==> config.mk <==
export PLATFORM = sky130hd
export DESIGN_NAME = slip_frame_decoder_flat
export DESIGN_NICKNAME = d
export VERILOG_FILES = /design/src/rtl/core/sfd_pkg.sv /design/src/rtl/core/sfd_if.sv /design/src/rtl/core/slip_frame_decoder.sv /design/src/rtl/core/sfd_front.sv /design/src/rtl/core/sfd_queue.sv /design/src/rtl/core/sfd_back.sv /design/src/flat_wrapper.sv
export SDC_FILE = /design/constraint.sdc
export NUM_CORES = 1
export LEC_CHECK = 0
export BUFFER_PORTS_ARGS = -buffer_cell sky130_fd_sc_hd__buf_2
export CELL_PAD_IN_SITES_DETAIL_PLACEMENT = 1
export CELL_PAD_IN_SITES_GLOBAL_PLACEMENT = 2
export CORE_MARGIN = 2
export CORE_UTILIZATION = 40
export CTS_BUF_LIST = sky130_fd_sc_hd__clkbuf_8
export DETAILED_ROUTE_END_ITERATION = 10
export GPL_TIMING_DRIVEN = 0
export PLACE_DENSITY = 0.77
export SETUP_SLACK_MARGIN = 0.4
export SLEW_MARGIN = 10
export SYNTH_ARGS = -nofsm -noshare
export SYNTH_HDL_FRONTEND = slang
export SYNTH_HIERARCHICAL = 1
export SYNTH_SLANG_ARGS = --single-unit
==> constraint.sdc <==
create_clock -name clk -period 4.75 [get_ports clk]
set_input_delay 0.95 -clock clk [delete_from_list [all_inputs] [get_ports clk]]
set_output_delay 0.95 -clock clk [all_outputs]
set_load 0.05 [all_outputs]
==> src/rtl/core/sfd_pkg.sv <==
// ----------------------------------------------------------------------------
// sfd_pkg: shared types and constants of the SLIP frame decoder
// Field widths, SLIP code values, the command codes that the front stage
// hands to the back stage, and the queue geometry.
// ----------------------------------------------------------------------------
package sfd_pkg;

    // Field widths of the channels and the configuration register.
    localparam int ACTION_W = 1;
    localparam int BYTE_W   = 8;
    localparam int INDEX_W  = 10;
    localparam int LENGTH_W = 11;
    localparam int CFG_W    = 11;

    // Largest frame length that the length field can report.
    localparam int LENGTH_FIELD_MAX = 1024;

    // SLIP code values.
    localparam logic [BYTE_W-1:0] CODE_END     = 8'hC0;
    localparam logic [BYTE_W-1:0] CODE_ESC     = 8'hDB;
    localparam logic [BYTE_W-1:0] CODE_ESC_END = 8'hDC;
    localparam logic [BYTE_W-1:0] CODE_ESC_ESC = 8'hDD;

    // Input action codes.
    localparam logic [ACTION_W-1:0] ACT_BYTE       = 1'b0;
    localparam logic [ACTION_W-1:0] ACT_LINE_ERROR = 1'b1;

    // Result kind codes.
    localparam logic KIND_PAYLOAD   = 1'b0;
    localparam logic KIND_FRAME_END = 1'b1;

    // Depth of the command queue between front and back.
    localparam int QUEUE_DEPTH = 4;
    localparam int QPTR_W      = $clog2(QUEUE_DEPTH);
    localparam int QCNT_W      = $clog2(QUEUE_DEPTH + 1);

    // Classified input item.
    typedef enum logic [2:0] {
        OP_DATA,
        OP_END,
        OP_ESC,
        OP_ESC_END,
        OP_ESC_ESC,
        OP_LINE_ERR
    } op_t;

    typedef struct packed {
        op_t               op;
        logic [BYTE_W-1:0] data;
    } cmd_t;

endpackage

==> src/rtl/core/sfd_if.sv <==
// ----------------------------------------------------------------------------
// sfd_rx_if / sfd_res_if: valid/ready channels of the SLIP frame decoder
// The receive channel carries raw bytes and line-error events; the result
// channel carries decoded bytes and frame-end reports.
// ----------------------------------------------------------------------------
interface sfd_rx_if import sfd_pkg::*; ();
    logic                valid;
    logic                ready;
    logic [ACTION_W-1:0] action;
    logic [BYTE_W-1:0]   rx_byte;

    modport source (output valid, output action, output rx_byte, input ready);
    modport sink   (input valid, input action, input rx_byte, output ready);
endinterface

interface sfd_res_if import sfd_pkg::*; ();
    logic                valid;
    logic                ready;
    logic                result_kind;
    logic [BYTE_W-1:0]   data_byte;
    logic [INDEX_W-1:0]  byte_index;
    logic [LENGTH_W-1:0] frame_len;
    logic                frame_drop;

    modport source (output valid, output result_kind, output data_byte,
                    output byte_index, output frame_len, output frame_drop,
                    input ready);
    modport sink   (input valid, input result_kind, input data_byte,
                    input byte_index, input frame_len, input frame_drop,
                    output ready);
endinterface

==> src/rtl/core/slip_frame_decoder.sv <==
// ----------------------------------------------------------------------------
// slip_frame_decoder: SLIP byte stream deframer
// Decodes SLIP escapes, numbers payload bytes within a frame and reports
// each frame end with its length and a dropped flag.
// ----------------------------------------------------------------------------
// Usage:
// The rx channel takes one item per transfer: a raw byte (action 0) or a
// line-error event (action 1). The result channel returns either a decoded
// payload byte with its index in the frame, or a frame-end report with the
// decoded length (zero when dropped) and the dropped flag. An item gives at
// most one result; escapes, empty frames and bytes in a dropped frame give
// none.
// The configuration port writes frame_capacity through cfg_we/cfg_wdata;
// the value is clamped to the smaller of BUFFER_DEPTH and 1024.
// Throughput is one item per cycle, set by the state update in the back
// stage, while the receiver does not stall. An rx transfer reaches a valid
// result via the input register, the command queue and the output register.
// Reset clears the frame state, empties the queue and sets the capacity to
// its largest value. When the receiver stalls, the output register holds its
// result, the four-entry queue and the input register fill, and only then
// does rx.ready drop.
// ----------------------------------------------------------------------------
module slip_frame_decoder import sfd_pkg::*; #(
    parameter int BUFFER_DEPTH = 1024
) (
    input  logic             clk,
    input  logic             rst_n,
    input  logic             cfg_we,
    input  logic [CFG_W-1:0] cfg_wdata,
    sfd_rx_if.sink           rx,
    sfd_res_if.source        result
);

    logic front_valid;
    cmd_t front_cmd;
    logic front_ready;
    logic queue_valid;
    cmd_t queue_cmd;
    logic queue_ready;

    // Input stage and classification.
    sfd_front u_front (
        .clk       (clk),
        .rst_n     (rst_n),
        .rx        (rx),
        .cmd_valid (front_valid),
        .cmd       (front_cmd),
        .cmd_ready (front_ready)
    );

    // Command queue.
    sfd_queue u_queue (
        .clk       (clk),
        .rst_n     (rst_n),
        .in_valid  (front_valid),
        .in_cmd    (front_cmd),
        .in_ready  (front_ready),
        .out_valid (queue_valid),
        .out_cmd   (queue_cmd),
        .out_ready (queue_ready)
    );

    // Frame state and results.
    sfd_back #(
        .BUFFER_DEPTH (BUFFER_DEPTH)
    ) u_back (
        .clk       (clk),
        .rst_n     (rst_n),
        .cfg_we    (cfg_we),
        .cfg_wdata (cfg_wdata),
        .cmd_valid (queue_valid),
        .cmd       (queue_cmd),
        .cmd_ready (queue_ready),
        .result    (result)
    );

endmodule

==> src/rtl/core/sfd_front.sv <==
// ----------------------------------------------------------------------------
// sfd_front: input stage of the SLIP frame decoder
// Accepts receive transfers, classifies each one into a command code and
// holds it in a register until the command queue takes it.
// ----------------------------------------------------------------------------
module sfd_front import sfd_pkg::*; (
    input  logic  clk,
    input  logic  rst_n,
    sfd_rx_if.sink rx,
    output logic  cmd_valid,
    output cmd_t  cmd,
    input  logic  cmd_ready
);

    logic valid_reg;
    logic valid_next;
    cmd_t cmd_reg;
    cmd_t cmd_next;
    logic take;

    // The stage takes a new item when empty or when its item leaves now.
    assign rx.ready = !valid_reg || cmd_ready;
    assign take     = rx.valid && rx.ready;

    // Classify the incoming item.
    always_comb
    begin
        cmd_next.data = rx.rx_byte;
        if (rx.action == ACT_LINE_ERROR)
        begin
            cmd_next.op = OP_LINE_ERR;
        end
        else
        begin
            unique case (rx.rx_byte)
                CODE_END:     cmd_next.op = OP_END;
                CODE_ESC:     cmd_next.op = OP_ESC;
                CODE_ESC_END: cmd_next.op = OP_ESC_END;
                CODE_ESC_ESC: cmd_next.op = OP_ESC_ESC;
                default:      cmd_next.op = OP_DATA;
            endcase
        end
    end

    // Stage occupancy.
    always_comb
    begin
        if (take)
        begin
            valid_next = 1'b1;
        end
        else if (cmd_ready)
        begin
            valid_next = 1'b0;
        end
        else
        begin
            valid_next = valid_reg;
        end
    end

    always_ff @(posedge clk or negedge rst_n)
    begin
        if (!rst_n)
        begin
            valid_reg <= 1'b0;
        end
        else
        begin
            valid_reg <= valid_next;
        end
    end

    // Command payload needs no reset.
    always_ff @(posedge clk)
    begin
        if (take)
        begin
            cmd_reg <= cmd_next;
        end
    end

    assign cmd_valid = valid_reg;
    assign cmd       = cmd_reg;

endmodule

==> src/rtl/core/sfd_queue.sv <==
// ----------------------------------------------------------------------------
// sfd_queue: command queue between front and back
// A small register FIFO that lets the input side and the result side stall
// independently of each other.
// ----------------------------------------------------------------------------
module sfd_queue import sfd_pkg::*; (
    input  logic clk,
    input  logic rst_n,
    input  logic in_valid,
    input  cmd_t in_cmd,
    output logic in_ready,
    output logic out_valid,
    output cmd_t out_cmd,
    input  logic out_ready
);

    cmd_t              store [QUEUE_DEPTH];
    logic [QPTR_W-1:0] wr_ptr_reg;
    logic [QPTR_W-1:0] wr_ptr_next;
    logic [QPTR_W-1:0] rd_ptr_reg;
    logic [QPTR_W-1:0] rd_ptr_next;
    logic [QCNT_W-1:0] count_reg;
    logic [QCNT_W-1:0] count_next;
    logic              push;
    logic              pop;

    assign in_ready  = (count_reg != QCNT_W'(QUEUE_DEPTH));
    assign out_valid = (count_reg != '0);
    assign out_cmd   = store[rd_ptr_reg];
    assign push      = in_valid && in_ready;
    assign pop       = out_valid && out_ready;

    // Pointer and fill-level update.
    always_comb
    begin
        wr_ptr_next = push ? QPTR_W'(wr_ptr_reg + 1'b1) : wr_ptr_reg;
        rd_ptr_next = pop  ? QPTR_W'(rd_ptr_reg + 1'b1) : rd_ptr_reg;
        priority if (push && !pop)
        begin
            count_next = QCNT_W'(count_reg + 1'b1);
        end
        else if (pop && !push)
        begin
            count_next = QCNT_W'(count_reg - 1'b1);
        end
        else
        begin
            count_next = count_reg;
        end
    end

    always_ff @(posedge clk or negedge rst_n)
    begin
        if (!rst_n)
        begin
            wr_ptr_reg <= '0;
            rd_ptr_reg <= '0;
            count_reg  <= '0;
        end
        else
        begin
            wr_ptr_reg <= wr_ptr_next;
            rd_ptr_reg <= rd_ptr_next;
            count_reg  <= count_next;
        end
    end

    // Entry storage.
    always_ff @(posedge clk)
    begin
        if (push)
        begin
            store[wr_ptr_reg] <= in_cmd;
        end
    end

endmodule

==> src/rtl/core/sfd_back.sv <==
// ----------------------------------------------------------------------------
// sfd_back: frame state and result stage of the SLIP frame decoder
// Executes one queued command per cycle against the frame state (byte count,
// escape and drop flags) when not stalled; results load the output register.
// ----------------------------------------------------------------------------
module sfd_back import sfd_pkg::*; #(
    parameter int BUFFER_DEPTH = 1024
) (
    input  logic              clk,
    input  logic              rst_n,
    input  logic              cfg_we,
    input  logic [CFG_W-1:0]  cfg_wdata,
    input  logic              cmd_valid,
    input  cmd_t              cmd,
    output logic              cmd_ready,
    sfd_res_if.source         result
);

    // Hard limit on the capacity: buffer depth and length field range.
    localparam int CAP_LIMIT = (BUFFER_DEPTH < LENGTH_FIELD_MAX) ? BUFFER_DEPTH
                                                                 : LENGTH_FIELD_MAX;
    localparam logic [LENGTH_W-1:0] CAP_LIMIT_W = LENGTH_W'(CAP_LIMIT);

    logic [LENGTH_W-1:0] cap_reg;
    logic [LENGTH_W-1:0] cap_next;
    logic [LENGTH_W-1:0] count_reg;
    logic [LENGTH_W-1:0] count_next;
    logic                esc_reg;
    logic                esc_next;
    logic                drop_reg;
    logic                drop_next;

    logic                out_valid_reg;
    logic                out_valid_next;
    logic                kind_reg;
    logic [BYTE_W-1:0]   data_reg;
    logic [INDEX_W-1:0]  index_reg;
    logic [LENGTH_W-1:0] length_reg;
    logic                dropped_reg;

    logic                res_valid;
    logic                res_kind;
    logic [BYTE_W-1:0]   res_data;
    logic [INDEX_W-1:0]  res_index;
    logic [LENGTH_W-1:0] res_length;
    logic                res_dropped;
    logic [BYTE_W-1:0]   decoded;
    logic                emit_byte;
    logic                exec;

    // A command runs whenever the output register can take its result.
    assign cmd_ready = !out_valid_reg || result.ready;
    assign exec      = cmd_valid && cmd_ready;

    // Effective capacity is clamped when written.
    assign cap_next = (cfg_wdata > CAP_LIMIT_W) ? CAP_LIMIT_W : cfg_wdata;

    // Command execution against the frame state.
    always_comb
    begin
        count_next  = count_reg;
        esc_next    = esc_reg;
        drop_next   = drop_reg;
        res_valid   = 1'b0;
        res_kind    = KIND_PAYLOAD;
        res_data    = '0;
        res_index   = '0;
        res_length  = '0;
        res_dropped = 1'b0;
        decoded     = cmd.data;
        emit_byte   = 1'b0;

        unique case (cmd.op)
            OP_LINE_ERR:
            begin
                count_next = '0;
                esc_next   = 1'b0;
                drop_next  = 1'b1;
            end
            OP_END:
            begin
                // A frame end reports unless the frame is empty and clean.
                if (drop_reg)
                begin
                    res_valid   = 1'b1;
                    res_kind    = KIND_FRAME_END;
                    res_dropped = 1'b1;
                end
                else if (count_reg != '0)
                begin
                    res_valid  = 1'b1;
                    res_kind   = KIND_FRAME_END;
                    res_length = count_reg;
                end
                count_next = '0;
                esc_next   = 1'b0;
                drop_next  = 1'b0;
            end
            OP_DATA, OP_ESC, OP_ESC_END, OP_ESC_ESC:
            begin
                if (!drop_reg)
                begin
                    if (esc_reg)
                    begin
                        esc_next = 1'b0;
                        if (cmd.op == OP_ESC_END)
                        begin
                            decoded   = CODE_END;
                            emit_byte = 1'b1;
                        end
                        else if (cmd.op == OP_ESC_ESC)
                        begin
                            decoded   = CODE_ESC;
                            emit_byte = 1'b1;
                        end
                        else
                        begin
                            // Bad escape sequence.
                            count_next = '0;
                            drop_next  = 1'b1;
                        end
                    end
                    else if (cmd.op == OP_ESC)
                    begin
                        esc_next = 1'b1;
                    end
                    else
                    begin
                        emit_byte = 1'b1;
                    end
                end
            end
            default:
            begin
            end
        endcase

        // A decoded byte either fits in the frame or overruns it.
        if (emit_byte)
        begin
            if (count_reg < cap_reg)
            begin
                res_valid  = 1'b1;
                res_kind   = KIND_PAYLOAD;
                res_data   = decoded;
                res_index  = count_reg[INDEX_W-1:0];
                count_next = LENGTH_W'(count_reg + 1'b1);
            end
            else
            begin
                count_next = '0;
                esc_next   = 1'b0;
                drop_next  = 1'b1;
            end
        end
    end

    // Output register occupancy.
    always_comb
    begin
        if (exec)
        begin
            out_valid_next = res_valid;
        end
        else if (result.ready)
        begin
            out_valid_next = 1'b0;
        end
        else
        begin
            out_valid_next = out_valid_reg;
        end
    end

    // Control state and configuration.
    always_ff @(posedge clk or negedge rst_n)
    begin
        if (!rst_n)
        begin
            cap_reg       <= CAP_LIMIT_W;
            count_reg     <= '0;
            esc_reg       <= 1'b0;
            drop_reg      <= 1'b0;
            out_valid_reg <= 1'b0;
        end
        else
        begin
            if (cfg_we)
            begin
                cap_reg <= cap_next;
            end
            if (exec)
            begin
                count_reg <= count_next;
                esc_reg   <= esc_next;
                drop_reg  <= drop_next;
            end
            out_valid_reg <= out_valid_next;
        end
    end

    // Result payload is loaded only with a new result.
    always_ff @(posedge clk)
    begin
        if (exec && res_valid)
        begin
            kind_reg    <= res_kind;
            data_reg    <= res_data;
            index_reg   <= res_index;
            length_reg  <= res_length;
            dropped_reg <= res_dropped;
        end
    end

    assign result.valid       = out_valid_reg;
    assign result.result_kind = kind_reg;
    assign result.data_byte   = data_reg;
    assign result.byte_index  = index_reg;
    assign result.frame_len   = length_reg;
    assign result.frame_drop  = dropped_reg;

endmodule

==> src/flat_wrapper.sv <==
// flat-port wrapper written by rule: the top's interface ports become plain ports
module slip_frame_decoder_flat import sfd_pkg::*;
#(
    parameter int BUFFER_DEPTH = 1024
)
  (clk, rst_n, cfg_we, cfg_wdata, rx_valid, rx_action, rx_rx_byte, rx_ready, result_valid, result_result_kind, result_data_byte, result_byte_index, result_frame_len, result_frame_drop, result_ready);
  sfd_rx_if rx_i ();
  sfd_res_if result_i ();
  input  logic clk;
  input  logic rst_n;
  input  logic cfg_we;
  input  logic [CFG_W-1:0] cfg_wdata;
  input wire logic [$bits(rx_i.valid)-1:0] rx_valid;
  input wire logic [$bits(rx_i.action)-1:0] rx_action;
  input wire logic [$bits(rx_i.rx_byte)-1:0] rx_rx_byte;
  output wire logic [$bits(rx_i.ready)-1:0] rx_ready;
  output wire logic [$bits(result_i.valid)-1:0] result_valid;
  output wire logic [$bits(result_i.result_kind)-1:0] result_result_kind;
  output wire logic [$bits(result_i.data_byte)-1:0] result_data_byte;
  output wire logic [$bits(result_i.byte_index)-1:0] result_byte_index;
  output wire logic [$bits(result_i.frame_len)-1:0] result_frame_len;
  output wire logic [$bits(result_i.frame_drop)-1:0] result_frame_drop;
  input wire logic [$bits(result_i.ready)-1:0] result_ready;
  assign rx_i.valid = rx_valid;
  assign rx_i.action = rx_action;
  assign rx_i.rx_byte = rx_rx_byte;
  assign rx_ready = rx_i.ready;
  assign result_valid = result_i.valid;
  assign result_result_kind = result_i.result_kind;
  assign result_data_byte = result_i.data_byte;
  assign result_byte_index = result_i.byte_index;
  assign result_frame_len = result_i.frame_len;
  assign result_frame_drop = result_i.frame_drop;
  assign result_i.ready = result_ready;
  slip_frame_decoder #(.BUFFER_DEPTH(BUFFER_DEPTH)) u_core (.clk(clk), .rst_n(rst_n), .cfg_we(cfg_we), .cfg_wdata(cfg_wdata), .rx(rx_i), .result(result_i));
endmodule
==> impl_metrics.toml <==
[clocking]
cts_root_buf = "clkbuf_8"
clockBufferDepth = 2
cts.sinks = 119
numCtsBuffers = 17
htree_levels = 4
post-cts-setup-buffers = 0
clk_latency_ns = 0.44
cts_resized = 0
cts_tree = "built"
path_clk_slew_ns = 0.08
cts-hold-fix-buffers = 0

[floorplan]
start_util = 0.405
die_h_um = 119
rows = 42
die_w_um = 119
pin_count = 58
core_um2 = 13100
dieArea_um2 = 14200

[yosys]
syn_inst = 386
synthTopCellsByCount = "edfxtp_1 (86), dfrtp_1 (32), nand2_1 (30), and2_1 (27), inv_1 (22)"
ys_types = 62
ys_seq_elements = 119
synth_area_per_cell_um2 = 13.7
yosysTopAreaCellShare = 0.487
synth_edf_count = 86
netlist_top_cells_area = "edfxtp_1 (49%), dfrtp_1 (15%), ha_1 (4.0%)"
netlist_area_um2 = 5310
synth_ff_type = "edfxtp_1"
synth-seq-area-share = 0.643
yosys_warnings = 6
synth_fp_nets = 429
synth_async_sr_flop_share = 0.277
synth.most_common_cell = "edfxtp_1"
synthDominantAreaCellType = "edfxtp_1"

[sta]
min_period_ns = 3.43
worst_slew_pin_slew_ns = 0.808
fin_skew_ns = 0.0129
holdWs_ns = 0.488
drv_slew = 0
fin_tns_setup_ns = 0
grt_setup_unrepaired = "false"
setup_viol = 0
fmax_ghz = 0.292
hold_viol_final = 0
relSlewSlack = 0.461
period_share = 0.722

[power]
peakVddDrop_v = 0.000225
p_per_area_nw_per_um2 = 690
p_leak_nw = 2.43

[placed_design]
placed_cell_area_um2 = 5810
portBuffers = 56
hpwlAfterDp_mm = 7.81
dp.cells = 618
gp_congestion = 0.729

[critical_path]
worstSetupStartpointType = "flop"
arrival_ns = 3.49
setup.worst_path.end_class = "flop"
cp.required_ns = 4.81
criticalPathCategory = "flop to flop"
cp_max_fo = 31

[global_routing]
grt_max_degree = 34
grt_usage = 0.162
grt_pass1_vias = 3390
antenna_found_initial = 0
grt_pass1_wl_mm = 17.5
overflow = 0

[drt]
drt_pass1_iterations = 5
drc = 0
viasPerCell = 5.06
num_vias = 3289
wire_per_inst_um = 16.5
ant_nets = 0
wl_mm = 10.7
drtIter0Drc = 118

[layout]
diodes = 0
final_core_util = 0.472
area_growth_syn_to_layout_pct = 16.4
layout.nets = 504
largest_register_ffs = 44
largest_register = "u_core/u_queue/store"
drive_gt1_frac = 0.255
stdcell_area_um2 = 6180
instances_no_fill = 650

[status]
status = "finished clean"

[worst_hold_path]
hold_class = "flop to flop"

[flow_run]
maxCapViolCount = 0
-- power by group --
group / leakage (nW) / switching [mW] / total, mW / internal, mW
clock: 0.174 / 0.424 / 0.837 / 0.413
sequential: 1.23 / 0.149 / 1.67 / 1.52
combinational: 1.02 / 1.23 / 1.76 / 0.531
-- cell usage in the layout, fill, tap and decap left out, types with 3 or more instances in the layout --
cell type / synthesis / routed
a21boi_0: 4 / 4
a21o_1: 7 / 7
a21oi_1: 8 / 8
a22o_1: 5 / 5
and2_1: 27 / 27
and3_1: 3 / 3
buf_2: 4 / 60
clkbuf_1: 4 / 4
clkbuf_8: 0 / 17
clkinvlp_4: 0 / 5
dfrtp_1: 32 / 32
edfxtp_1: 86 / 86
ha_1: 17 / 17
inv_1: 22 / 23
inv_6: 0 / 4
mux4_1: 3 / 3
mux4_2: 8 / 8
nand2_1: 30 / 30
nand2b_1: 6 / 6
nand3_1: 11 / 11
nand3b_1: 7 / 7
nor2_1: 21 / 20
nor3_1: 3 / 3
nor4_1: 4 / 4
o21ai_0: 19 / 19
or2_2: 3 / 3
xnor2_1: 4 / 4
-- per-layer routing --
metal,wire length (um),part of all wire,up-vias,global-route usage
met1,4980,0.46,1646,0.210
met3,427,0.040,8,0.0498
met2,5180,0.48,69,0.259
met5,0,0,-,0
met4,120,0.011,0,0.0580
li1,-,-,1566,-
-- final timing paths --
kind	from	endpoint	slack [ns]	depth (start not counted)
worst min register to register	u_core/u_front/cmd[4]	u_core/u_queue/store[3][4]	0.49	0
worst max-delay path	u_core/u_queue/rd_ptr_reg[0]	u_core/u_back/result.byte_index[4]	1.32	9
min in group asynchronous	rst_n	u_core/u_back/count_reg[9]	0.60	1
worst min-delay path	u_core/u_front/cmd[4]	u_core/u_queue/store[3][4]	0.49	0
worst max register to register	u_core/u_queue/rd_ptr_reg[0]	u_core/u_back/result.byte_index[4]	1.32	9
max in group asynchronous	rst_n	u_core/u_front/cmd_valid	3.64	1
-- layout make-up --
cell class	instances	area (um2)
clock buffers	17	234
plain buffers	13	77.6
repair buffers	56	280
fillers	1354	6910
clock inverters	15	129
flip-flops and latches	119	3410
inverters	22	82.6
well taps	176	220
multi-input cells	232	1740
-- through the flow --
stage          total power, mW  setup WS [ns]
4_1_cts                   4.33           1.29
5_1_grt                   4.52           1.11
2_1_floorplan             3.01          0.934
3_5_place_dp              3.48           1.30
6_report                  4.26           1.32
3_3_place_gp              3.40          0.253
-- cell families (layout without fill, tap and decap cells) --
family	Yosys count	in the layout	synth area share
AOI/OAI and AO/OA	63	63	0.0847
xor gates and xnor gates	6	6	0.00991
adders and majority gates	18	18	0.0439
buffers and inverters	35	123	0.0302
DFF	119	119	0.643
muxes	13	13	0.0531
and+or+nand+nor	132	132	0.136
-- critical path, cell delays in order, from the launching register on --
cell and delay (ns):
dfrtp_1 0.46, mux4_1 0.60, buf_2 0.21, nor2_2 0.13
o21ai_1 0.07, a21o_1 0.24, a211oi_4 0.33, buf_2 0.28
nor2_1 0.10, nor2_4 0.62
Power figures use the tool's default switching activity.
